===== src/rtl/sswc_pkg.sv =====
// Package of the sensor sample window collector: request and result item types,
// configuration register indexes and reset values, and controller/datapath links.
// Depends on nothing; every other file of the block uses it by scoped names.
package sswc_pkg;

  // Configuration register indexes.
  localparam logic CFG_STALE_AGE_LIMIT  = 1'b0;
  localparam logic CFG_PUBLISH_INTERVAL = 1'b1;

  localparam int CFG_W = 31;

  // Register values after reset.
  localparam logic [CFG_W-1:0] STALE_AGE_RESET = 31'd250;
  localparam logic [CFG_W-1:0] INTERVAL_RESET  = 31'd100;

  // Result status codes.
  localparam logic STATUS_DATA  = 1'b0;
  localparam logic STATUS_EMPTY = 1'b1;

  // Request type codes.
  localparam logic REQ_POLL    = 1'b0;
  localparam logic REQ_PUBLISH = 1'b1;

  // One polled request.
  typedef struct packed {
    logic        req_type;
    logic [31:0] now_tick;
    logic        sample_valid;
    logic [31:0] sensor_time;
    logic [7:0]  sample_seq;
    logic [15:0] chan_a;
    logic [15:0] chan_b;
    logic [15:0] chan_c;
    logic [15:0] chan_d;
  } in_item_t;

  // One result of a published window.
  typedef struct packed {
    logic        status;
    logic [31:0] window_number;
    logic [3:0]  window_fill;
    logic [3:0]  sample_index;
    logic [15:0] out_a;
    logic [15:0] out_b;
    logic [15:0] out_c;
    logic [15:0] out_d;
    logic        stale_mark;
    logic [3:0]  stale_total;
    logic        last;
  } out_item_t;

  // Commands from the controller to the datapath.
  typedef struct packed {
    logic latch_in;
    logic update;
    logic schedule;
    logic prep;
    logic load_smp;
    logic load_empty;
  } ctrl_cmd_t;

  // Status from the datapath to the controller.
  typedef struct packed {
    logic req;
    logic held_zero;
    logic publish_due;
    logic last;
    logic out_free;
  } dp_status_t;

endpackage


===== src/rtl/sswc_if.sv =====
// Request and result channel interfaces of the sensor sample window collector.
// Depends on sswc_pkg for the payload types.
interface sswc_in_if;
  logic               valid;
  logic               ready;
  sswc_pkg::in_item_t data;

  modport source (output valid, output data, input ready);
  modport sink (input valid, input data, output ready);
endinterface

interface sswc_out_if;
  logic                valid;
  logic                ready;
  sswc_pkg::out_item_t data;

  modport source (output valid, output data, input ready);
  modport sink (input valid, input data, output ready);
endinterface


===== src/rtl/sswc_datapath.sv =====
// Datapath of the sensor sample window collector: request latch, configuration,
// sample ring memory, publication schedule and the result output register.
// Depends on sswc_pkg; driven by commands from sswc_ctrl.
module sswc_datapath #(
  parameter int WINDOW_DEPTH = 15
) (
  input  logic                         clk,
  input  logic                         rst_n,
  input  sswc_pkg::in_item_t           in_data,
  input  logic                         cfg_we,
  input  logic                         cfg_index,
  input  logic [sswc_pkg::CFG_W-1:0]   cfg_wdata,
  input  sswc_pkg::ctrl_cmd_t          cmd,
  output sswc_pkg::dp_status_t         status,
  output logic                         out_valid,
  output sswc_pkg::out_item_t          out_data,
  input  logic                         out_ready
);

  localparam int PTR_W = (WINDOW_DEPTH > 1) ? $clog2(WINDOW_DEPTH) : 1;
  localparam int CNT_W = $clog2(WINDOW_DEPTH + 1);
  localparam logic [PTR_W-1:0] LAST_PTR  = PTR_W'(WINDOW_DEPTH - 1);
  localparam logic [CNT_W-1:0] HELD_FULL = CNT_W'(WINDOW_DEPTH);
  localparam logic [CNT_W-1:0] HELD_ALMOST = CNT_W'(WINDOW_DEPTH - 1);

  // Latched request.
  logic        req_r;
  logic [31:0] now_r;
  logic        vld_r;
  logic [31:0] stime_r;
  logic [7:0]  seq_r;
  logic [63:0] smp_r;

  // Configuration registers.
  logic [sswc_pkg::CFG_W-1:0] stale_lim_r;
  logic [sswc_pkg::CFG_W-1:0] interval_r;

  // Ring bookkeeping and schedule.
  logic [PTR_W-1:0] wp_r;
  logic [CNT_W-1:0] held_r;
  logic [7:0]       prev_seq_r;
  logic             have_prev_r;
  logic [31:0]      npt_r;
  logic [31:0]      win_cnt_r;

  // Window read-out.
  logic [PTR_W-1:0] rd_ptr_r;
  logic [PTR_W-1:0] idx_r;
  logic [3:0]       acc_r;
  logic [64:0]      rdata_r;
  logic [64:0]      mem [WINDOW_DEPTH];

  logic                out_valid_r;
  sswc_pkg::out_item_t out_r;
  sswc_pkg::out_item_t empty_res;

  logic             will_store;
  logic [31:0]      age;
  logic             is_stale;
  logic             full_after;
  logic [31:0]      since;
  logic             due;
  logic [PTR_W-1:0] wp_nxt;
  logic [PTR_W-1:0] ptr_nxt;
  logic [PTR_W-1:0] rd_addr;
  logic             last_now;
  logic [3:0]       acc_nxt;

  // Decision logic on the latched request.
  assign will_store = (req_r == sswc_pkg::REQ_POLL) && vld_r &&
                      (!have_prev_r || (seq_r != prev_seq_r));
  assign age        = now_r - stime_r;
  assign is_stale   = !age[31] && (age[30:0] > stale_lim_r);
  assign full_after = (held_r == HELD_FULL) || (will_store && (held_r == HELD_ALMOST));
  assign since      = now_r - npt_r;
  assign due        = (npt_r == 32'd0) || !since[31];
  assign wp_nxt     = (wp_r == LAST_PTR) ? '0 : wp_r + PTR_W'(1);
  assign ptr_nxt    = (rd_ptr_r == LAST_PTR) ? '0 : rd_ptr_r + PTR_W'(1);
  assign last_now   = (CNT_W'(idx_r) + CNT_W'(1)) == held_r;
  assign acc_nxt    = acc_r + 4'(rdata_r[64]);

  // The read address runs one sample ahead whenever a result is loaded.
  assign rd_addr = cmd.load_smp ? ptr_nxt : rd_ptr_r;

  assign status.req         = req_r;
  assign status.held_zero   = (held_r == '0);
  assign status.publish_due = full_after && due;
  assign status.last        = last_now;
  assign status.out_free    = !out_valid_r || out_ready;

  assign out_valid = out_valid_r;
  assign out_data  = out_r;

  // Result of a publish request on an empty ring: only status and last are set.
  always_comb begin
    empty_res        = '0;
    empty_res.status = sswc_pkg::STATUS_EMPTY;
    empty_res.last   = 1'b1;
  end

  // Request latch.
  always_ff @(posedge clk) begin
    if (cmd.latch_in) begin
      req_r   <= in_data.req_type;
      now_r   <= in_data.now_tick;
      vld_r   <= in_data.sample_valid;
      stime_r <= in_data.sensor_time;
      seq_r   <= in_data.sample_seq;
      smp_r   <= {in_data.chan_d, in_data.chan_c, in_data.chan_b, in_data.chan_a};
    end
  end

  // Configuration writes.
  always_ff @(posedge clk) begin
    if (!rst_n) begin
      stale_lim_r <= sswc_pkg::STALE_AGE_RESET;
      interval_r  <= sswc_pkg::INTERVAL_RESET;
    end else if (cfg_we) begin
      unique case (cfg_index)
        sswc_pkg::CFG_STALE_AGE_LIMIT:  stale_lim_r <= cfg_wdata;
        sswc_pkg::CFG_PUBLISH_INTERVAL: interval_r  <= cfg_wdata;
        default: ;
      endcase
    end
  end

  // Ring pointer, fill level, duplicate filter, schedule and window number.
  always_ff @(posedge clk) begin
    if (!rst_n) begin
      wp_r        <= '0;
      held_r      <= '0;
      prev_seq_r  <= '0;
      have_prev_r <= 1'b0;
      npt_r       <= '0;
      win_cnt_r   <= '0;
    end else begin
      if (cmd.update && will_store) begin
        wp_r        <= wp_nxt;
        prev_seq_r  <= seq_r;
        have_prev_r <= 1'b1;
        if (held_r != HELD_FULL) begin
          held_r <= held_r + CNT_W'(1);
        end
      end
      if (cmd.schedule) begin
        npt_r <= now_r + {1'b0, interval_r};
      end
      if (cmd.prep) begin
        win_cnt_r <= win_cnt_r + 32'd1;
      end
    end
  end

  // Sample ring: one write port, one registered read port.
  always_ff @(posedge clk) begin
    if (cmd.update && will_store) begin
      mem[wp_r] <= {is_stale, smp_r};
    end
    rdata_r <= mem[rd_addr];
  end

  // Read-out position within the window.
  always_ff @(posedge clk) begin
    if (cmd.prep) begin
      rd_ptr_r <= (held_r == HELD_FULL) ? wp_r : '0;
      idx_r    <= '0;
      acc_r    <= '0;
    end else if (cmd.load_smp) begin
      rd_ptr_r <= ptr_nxt;
      idx_r    <= idx_r + PTR_W'(1);
      acc_r    <= acc_nxt;
    end
  end

  // Result output register.
  always_ff @(posedge clk) begin
    if (!rst_n) begin
      out_valid_r <= 1'b0;
    end else if (cmd.load_smp || cmd.load_empty) begin
      out_valid_r <= 1'b1;
    end else if (out_ready) begin
      out_valid_r <= 1'b0;
    end
  end

  always_ff @(posedge clk) begin
    if (cmd.load_empty) begin
      out_r <= empty_res;
    end else if (cmd.load_smp) begin
      out_r.status        <= sswc_pkg::STATUS_DATA;
      out_r.window_number <= win_cnt_r;
      out_r.window_fill   <= 4'(held_r);
      out_r.sample_index  <= 4'(idx_r);
      out_r.out_a         <= rdata_r[15:0];
      out_r.out_b         <= rdata_r[31:16];
      out_r.out_c         <= rdata_r[47:32];
      out_r.out_d         <= rdata_r[63:48];
      out_r.stale_mark    <= rdata_r[64];
      out_r.stale_total   <= last_now ? acc_nxt : 4'd0;
      out_r.last          <= last_now;
    end
  end

`ifndef SYNTH
  // The fill level never passes the ring depth.
  a_held_bound: assert property (@(posedge clk) disable iff (!rst_n)
    held_r <= HELD_FULL)
    else $error("held count above ring depth");

  // A sample is never stored while a window is being read out.
  a_no_write_in_readout: assert property (@(posedge clk) disable iff (!rst_n)
    !(cmd.update && (cmd.load_smp || cmd.prep)))
    else $error("ring written during window read-out");

  // A non-final result moves the window position on by one.
  a_idx_step: assert property (@(posedge clk) disable iff (!rst_n)
    (cmd.load_smp && !last_now) |=> (idx_r == $past(idx_r) + PTR_W'(1)))
    else $error("window position did not advance");

  // Reading out an empty ring is never requested.
  a_prep_nonempty: assert property (@(posedge clk) disable iff (!rst_n)
    cmd.prep |-> (held_r != '0))
    else $error("window read-out started with an empty ring");
`endif

endmodule


===== src/rtl/sswc_ctrl.sv =====
// Controller of the sensor sample window collector: sequences request intake,
// ring update, window read-out and the empty-publish result.
// Depends on sswc_pkg; commands sswc_datapath.
module sswc_ctrl (
  input  logic                  clk,
  input  logic                  rst_n,
  input  logic                  in_valid,
  output logic                  in_ready,
  input  sswc_pkg::dp_status_t  status,
  output sswc_pkg::ctrl_cmd_t   cmd
);

  typedef enum logic [2:0] {
    ST_IDLE,
    ST_DECIDE,
    ST_PREP,
    ST_RD,
    ST_LOAD,
    ST_EMPTY
  } state_t;

  state_t state_r;

  assign in_ready = (state_r == ST_IDLE);

  // Commands follow from the state and the datapath status.
  always_comb begin
    cmd            = '0;
    cmd.latch_in   = (state_r == ST_IDLE) && in_valid;
    cmd.update     = (state_r == ST_DECIDE);
    cmd.schedule   = (state_r == ST_DECIDE) &&
                     (status.req == sswc_pkg::REQ_POLL) && status.publish_due;
    cmd.prep       = (state_r == ST_PREP);
    cmd.load_smp   = (state_r == ST_LOAD) && status.out_free;
    cmd.load_empty = (state_r == ST_EMPTY) && status.out_free;
  end

  // State register.
  always_ff @(posedge clk) begin
    if (!rst_n) begin
      state_r <= ST_IDLE;
    end else begin
      unique case (state_r)
        ST_IDLE: begin
          if (in_valid) begin
            state_r <= ST_DECIDE;
          end
        end
        ST_DECIDE: begin
          priority if (status.req == sswc_pkg::REQ_PUBLISH && status.held_zero) begin
            state_r <= ST_EMPTY;
          end else if (status.req == sswc_pkg::REQ_PUBLISH) begin
            state_r <= ST_PREP;
          end else if (status.publish_due) begin
            state_r <= ST_PREP;
          end else begin
            state_r <= ST_IDLE;
          end
        end
        ST_PREP: state_r <= ST_RD;
        ST_RD:   state_r <= ST_LOAD;
        ST_LOAD: begin
          if (status.out_free && status.last) begin
            state_r <= ST_IDLE;
          end
        end
        ST_EMPTY: begin
          if (status.out_free) begin
            state_r <= ST_IDLE;
          end
        end
        default: state_r <= ST_IDLE;
      endcase
    end
  end

endmodule


===== src/rtl/sensor_sample_window_collector_core.sv =====
// Sensor sample window collector. A poll that publishes nothing returns to idle from the decide state.
// A publication passes the decide, prep and read states, then loads its results from the ring
// read port into the output register, one per cycle while the receiver keeps taking them.
// An empty publish request goes from the decide state to the empty state, which loads its single result.
// Synchronous active-low reset: registers return to 250 and 100, counters clear; ring unchanged.
module sensor_sample_window_collector_core #(
  parameter int WINDOW_DEPTH = 15
) (
  input  logic                       clk,
  input  logic                       rst_n,
  sswc_in_if.sink                    in_req,
  sswc_out_if.source                 out_res,
  input  logic                       cfg_we,
  input  logic                       cfg_index,
  input  logic [sswc_pkg::CFG_W-1:0] cfg_wdata
);

  sswc_pkg::ctrl_cmd_t  cmd;
  sswc_pkg::dp_status_t status;
  logic                 in_ready;

  assign in_req.ready = in_ready;

  // Sequencer.
  sswc_ctrl u_ctrl (
    .clk      (clk),
    .rst_n    (rst_n),
    .in_valid (in_req.valid),
    .in_ready (in_ready),
    .status   (status),
    .cmd      (cmd)
  );

  // Storage and arithmetic.
  sswc_datapath #(
    .WINDOW_DEPTH (WINDOW_DEPTH)
  ) u_datapath (
    .clk       (clk),
    .rst_n     (rst_n),
    .in_data   (in_req.data),
    .cfg_we    (cfg_we),
    .cfg_index (cfg_index),
    .cfg_wdata (cfg_wdata),
    .cmd       (cmd),
    .status    (status),
    .out_valid (out_res.valid),
    .out_data  (out_res.data),
    .out_ready (out_res.ready)
  );

endmodule


===== src/flat_wrapper.sv =====
// flat-port wrapper written by rule: the top's interface ports become plain ports
module sensor_sample_window_collector_core_flat 
#(
  parameter int WINDOW_DEPTH = 15
)
  (clk, rst_n, cfg_we, cfg_index, cfg_wdata, in_req_valid, in_req_data, in_req_ready, out_res_valid, out_res_data, out_res_ready);
  sswc_in_if in_req_i ();
  sswc_out_if out_res_i ();
  input  logic clk;
  input  logic rst_n;
  input  logic cfg_we;
  input  logic cfg_index;
  input  logic [sswc_pkg::CFG_W-1:0] cfg_wdata;
  input wire logic [$bits(in_req_i.valid)-1:0] in_req_valid;
  input wire logic [$bits(in_req_i.data)-1:0] in_req_data;
  output wire logic [$bits(in_req_i.ready)-1:0] in_req_ready;
  output wire logic [$bits(out_res_i.valid)-1:0] out_res_valid;
  output wire logic [$bits(out_res_i.data)-1:0] out_res_data;
  input wire logic [$bits(out_res_i.ready)-1:0] out_res_ready;
  assign in_req_i.valid = in_req_valid;
  assign in_req_i.data = in_req_data;
  assign in_req_ready = in_req_i.ready;
  assign out_res_valid = out_res_i.valid;
  assign out_res_data = out_res_i.data;
  assign out_res_i.ready = out_res_ready;
  sensor_sample_window_collector_core #(.WINDOW_DEPTH(WINDOW_DEPTH)) u_core (.clk(clk), .rst_n(rst_n), .in_req(in_req_i), .out_res(out_res_i), .cfg_we(cfg_we), .cfg_index(cfg_index), .cfg_wdata(cfg_wdata));
endmodule

===== config.mk =====
export PLATFORM = sky130hd
export DESIGN_NAME = sensor_sample_window_collector_core_flat
export DESIGN_NICKNAME = d
export VERILOG_FILES = /design/src/rtl/sswc_pkg.sv /design/src/rtl/sswc_if.sv /design/src/rtl/sswc_datapath.sv /design/src/rtl/sswc_ctrl.sv /design/src/rtl/sensor_sample_window_collector_core.sv /design/src/flat_wrapper.sv
export SDC_FILE = /design/constraint.sdc
export NUM_CORES = 2
export LEC_CHECK = 0
export BUFFER_PORTS_ARGS = -buffer_cell sky130_fd_sc_hd__buf_4
export CORE_UTILIZATION = 47
export CTS_BUF_LIST = sky130_fd_sc_hd__clkbuf_4
export DETAILED_ROUTE_END_ITERATION = 10
export GPL_TIMING_DRIVEN = 0
export SYNTH_ARGS = -nofsm -noshare
export SYNTH_HDL_FRONTEND = slang
export SYNTH_SLANG_ARGS = --single-unit
export TNS_END_PERCENT = 100

===== constraint.sdc =====
create_clock -name clk -period 15.5 [get_ports clk]
set_input_delay 0.775 -clock clk [delete_from_list [all_inputs] [get_ports clk]]
set_output_delay 0.775 -clock clk [all_outputs]
set_load 0.05 [all_outputs]

==> flow_summary.ini <==
[floorplanning]
die_width_um = 355
fp.dieH_um = 355
initial_utilization_pct = 47.4
rows = 129
io-pin-count = 288
coreArea_um2 = 124000
die-area_um2 = 126000

[synthesis]
synthMuxAreaShare_pct = 0.414
synthSimpleGateAreaFrac_pct = 15.0
synth-seq-cells = 1448
syn-num-nets = 5285
synth_top_family_by_area = simple AND/OR/NAND/NOR gates
synth_enable_flop_cells = 1113
ys_async_sr_fraction_pct = 0
synth-main-ff-cell = edfxtp_1
synth_area_um2 = 58600
yosys.area_share.xor_xnor_pct = 1.43
synth_compound_area_share_pct = 8.93
synthCells = 4978
yosysWarningCount = 0
seq_area_frac_synth_pct = 68.5
synth_cell_types = 78
synthAdderAreaFrac_pct = 2.84
avgSynthCellArea_um2 = 11.8

[clocking]
insertion_delay_ns = 1.31
clockRootBuffer = clkbuf_4
htreeDepth = 5
cts_tree = done
cts_num_sinks = 1448
clockBufferDepth = 4
cts_buffers = 392
post-cts-setup-buffer-count = 0
clkTransAtPathRegs_ns = 0.07

[worst_hold_path]
hp-start = in_req_data[1]
hold_class = in -> reg

[layout]
final_area_um2 = 70700
drive_gt1_share_pct = 17.9
nets = 6216
layout_commonest_cell = nand2_1
synthToLayoutAreaGrowth_pct = 20.6
mostFrequentLayoutCells = nand2_1 (1328), edfxtp_1 (1113), clkbuf_4 (610)
fillers = 10600

[drt]
drc_errors = 0
vias = 42900
wire_per_inst_um = 21.7
ant_nets = 0
drtPass1Iterations = 5
drt_iter0_markers = 4032
drt_wl_total_um = 170000
viasPerCell = 5.46

[sta]
finalHoldViolCount = 0
worstMarginPinSlew_ns = 1.45
setup_viol = 0
skew_ns = 0.106
fin_crit_ns = 6.69
setup_tns_ns = 0
rsz0062_at_grt = no
finalMaxSlewViolations = 0
fin_crit_sh_pct = 43.1
maxClockFrequency_mhz = 150
slew_headroom_pct = 3.03

[grt]
antenna_found_initial = 7
grt_max_degree = 66
grt_pass1_vias = 41500
grt_pass1_wl_um = 252000
grt_overflow = 0
grt_usage_pct = 26.7

[critical_path]
cp_num_buf_inv = 1
crit_family = compound AO/OA/AOI/OAI gates
endpoint_kind = flip-flop
crit_path_max_incr_delay_ns = 0.71
startpoint = u_core.u_datapath.now_r[0]
cpMaxStageDelayCell = a211oi_1
path_cells = inv_1 -> ha_1 -> fa_1 -> nor2b_1 -> o2111ai_1 -> nand4b_1 -> a211oi_1 -> nor4_1 -> a211oi_1 -> a21oi_1 -> xor2_1 -> ha_1 -> nand3_1 -> nor3_1 -> nand4_1 -> o21ai_0 -> a21oi_1 -> a41oi_1 -> nand3_1
worstSetupStartpointType = flip-flop
crit_arrival_ns = 7.42
worstSetupPathType = reg -> reg
worstPathRequired_ns = 16.23
crit_fanout = 15
r2r_start = u_core.u_datapath.now_r[0]

[placement]
hpwl_um = 118000
gp_congestion = 0.872
port_buffers = 287
dpl_cell_area_um2 = 64000

[power_and_ir_drop]
p_leak_nw = 26.2
p_per_area_nw_per_um2 = 167
peakVddDrop_v = 0.000123

[job]
maxCapViolCount = 0

[outcome]
status = finished, final reports clean
-- area by class of cell --
type	instances	area [um2]	area share (%)
sequential	1448	40100	56.8
multi-input combinational	3112	16900	23.9
timing repair buffer	537	4990	7.06
clock buffer	610	4580	6.48
tap	1637	2050	2.90
buffer	298	1280	1.81
inverter	120	450	0.637
clock inverter	76	324	0.458
antenna	11	27.5	0.0389
-- path summary, 6_finish.rpt --
check                                    to  slack (ns)  cells past startpoint
min reg2reg  u_core.u_datapath.out_data[28]        0.36                      2
max            u_core.u_datapath.mem[0][64]        8.81                     19
min             u_core.u_datapath.smp_r[49]        0.20                      2
max reg2reg    u_core.u_datapath.mem[0][64]        8.81                     19
-- cells by family after synthesis --
group,count (synthesis)
muxes,24
and+or+nand+nor,2069
DFF,1448
AOI/OAI and AO/OA,791
buffers and inverters,418
adders and majority gates,132
xor gates and xnor gates,96
-- through the flow --
stage	std cells	util, %	hold slack (ns)	setup slack [ns]	total power [mW]
after global placement	6902	50.8	0.421	3.19	8.44
final	7849	57.2	0.199	8.81	11.8
after global routing	7843	57.2	0.0985	8.58	12.4
after detailed placement	6976	51.8	0.425	9.09	8.48
after floorplan	4978	-	0.417	8.83	6.95
after CTS	7838	57.2	0.0643	9.06	11.9
-- worst register-to-register path, stage by stage, from the launching register on --
cell	delay (ns)
edfxtp_1	0.54
inv_1	0.11
ha_1	0.19
fa_1	0.22
nor2b_1	0.08
o2111ai_1	0.29
nand4b_1	0.24
a211oi_1	0.72
nor4_1	0.23
a211oi_1	0.58
a21oi_1	0.20
xor2_1	0.19
ha_1	0.28
nand3_1	0.13
nor3_1	0.62
nand4_1	0.37
o21ai_0	0.25
a21oi_1	0.13
a41oi_1	0.21
nand3_1	0.60
-- what timing repair did --
action / 4_1_cts / 5_1_grt
hold buffers: 176 / 0
endpoints found under the hold margin: 206 / 0
resized for setup: 0 / 0
-- sequential cells by signal, summed over array words and instances (netlist names) --
name and cells:
u_core.u_datapath.mem 975, u_core.u_datapath.out_data 111, u_core.u_datapath.rdata_r 65, u_core.u_datapath.smp_r 64, u_core.u_datapath.now_r 32, u_core.u_datapath.npt_r 32, u_core.u_datapath.stime_r 32, u_core.u_datapath.win_cnt_r 32
u_core.u_datapath.interval_r 31, u_core.u_datapath.stale_lim_r 31, u_core.u_datapath.prev_seq_r 8, u_core.u_datapath.seq_r 8, u_core.u_datapath.acc_r 4, u_core.u_datapath.held_r 4, u_core.u_datapath.idx_r 4, u_core.u_datapath.rd_ptr_r 4
u_core.u_datapath.wp_r 4, u_core.u_ctrl.state_r 3, u_core.u_datapath.have_prev_r 1, u_core.u_datapath.out_valid 1, u_core.u_datapath.req_r 1, u_core.u_datapath.vld_r 1
-- per-layer routing --
metal	share of wire, %	wire length (um)	track usage (%)	vias up
met5	0	0	0	-
met4	3.1	5200	10.5	0
met3	7.7	13000	5.32	348
met2	47	79400	42.5	1793
met1	43	72600	35.9	20600
li1	-	-	-	20100
-- synthesized netlist by cell type (14+ instances only) --
library cell	count	area [um2]
o21ai_0	49	245
nor2_1	201	754
a21oi_1	326	1630
and3_1	75	469
mux2i_1	22	220
buf_1	23	86.3
xnor2_1	57	499
ha_1	130	1630
nand3_1	301	1510
nor3_1	38	190
dfxtp_1	335	6710
a311oi_1	196	1720
nor2b_1	14	87.6
nand4_1	29	181
a21o_1	24	180
o21a_1	20	150
clkbuf_1	180	676
buf_2	84	420
o211ai_1	18	135
a211oi_1	18	135
inv_1	120	450
a31oi_1	74	463
edfxtp_1	1113	33400
xor2_1	39	342
and2_1	14	87.6
nand2_1	1328	4980
nand2b_1	15	93.8
-- where the power goes --
part           total [mW]  switching [mW]  internal, mW
Sequential           4.67           0.195          4.48
Combinational        3.81            2.73          1.08
Clock                3.34            1.55          1.79
Total                11.8            4.47          7.34
(Power assumes the default switching activity.)
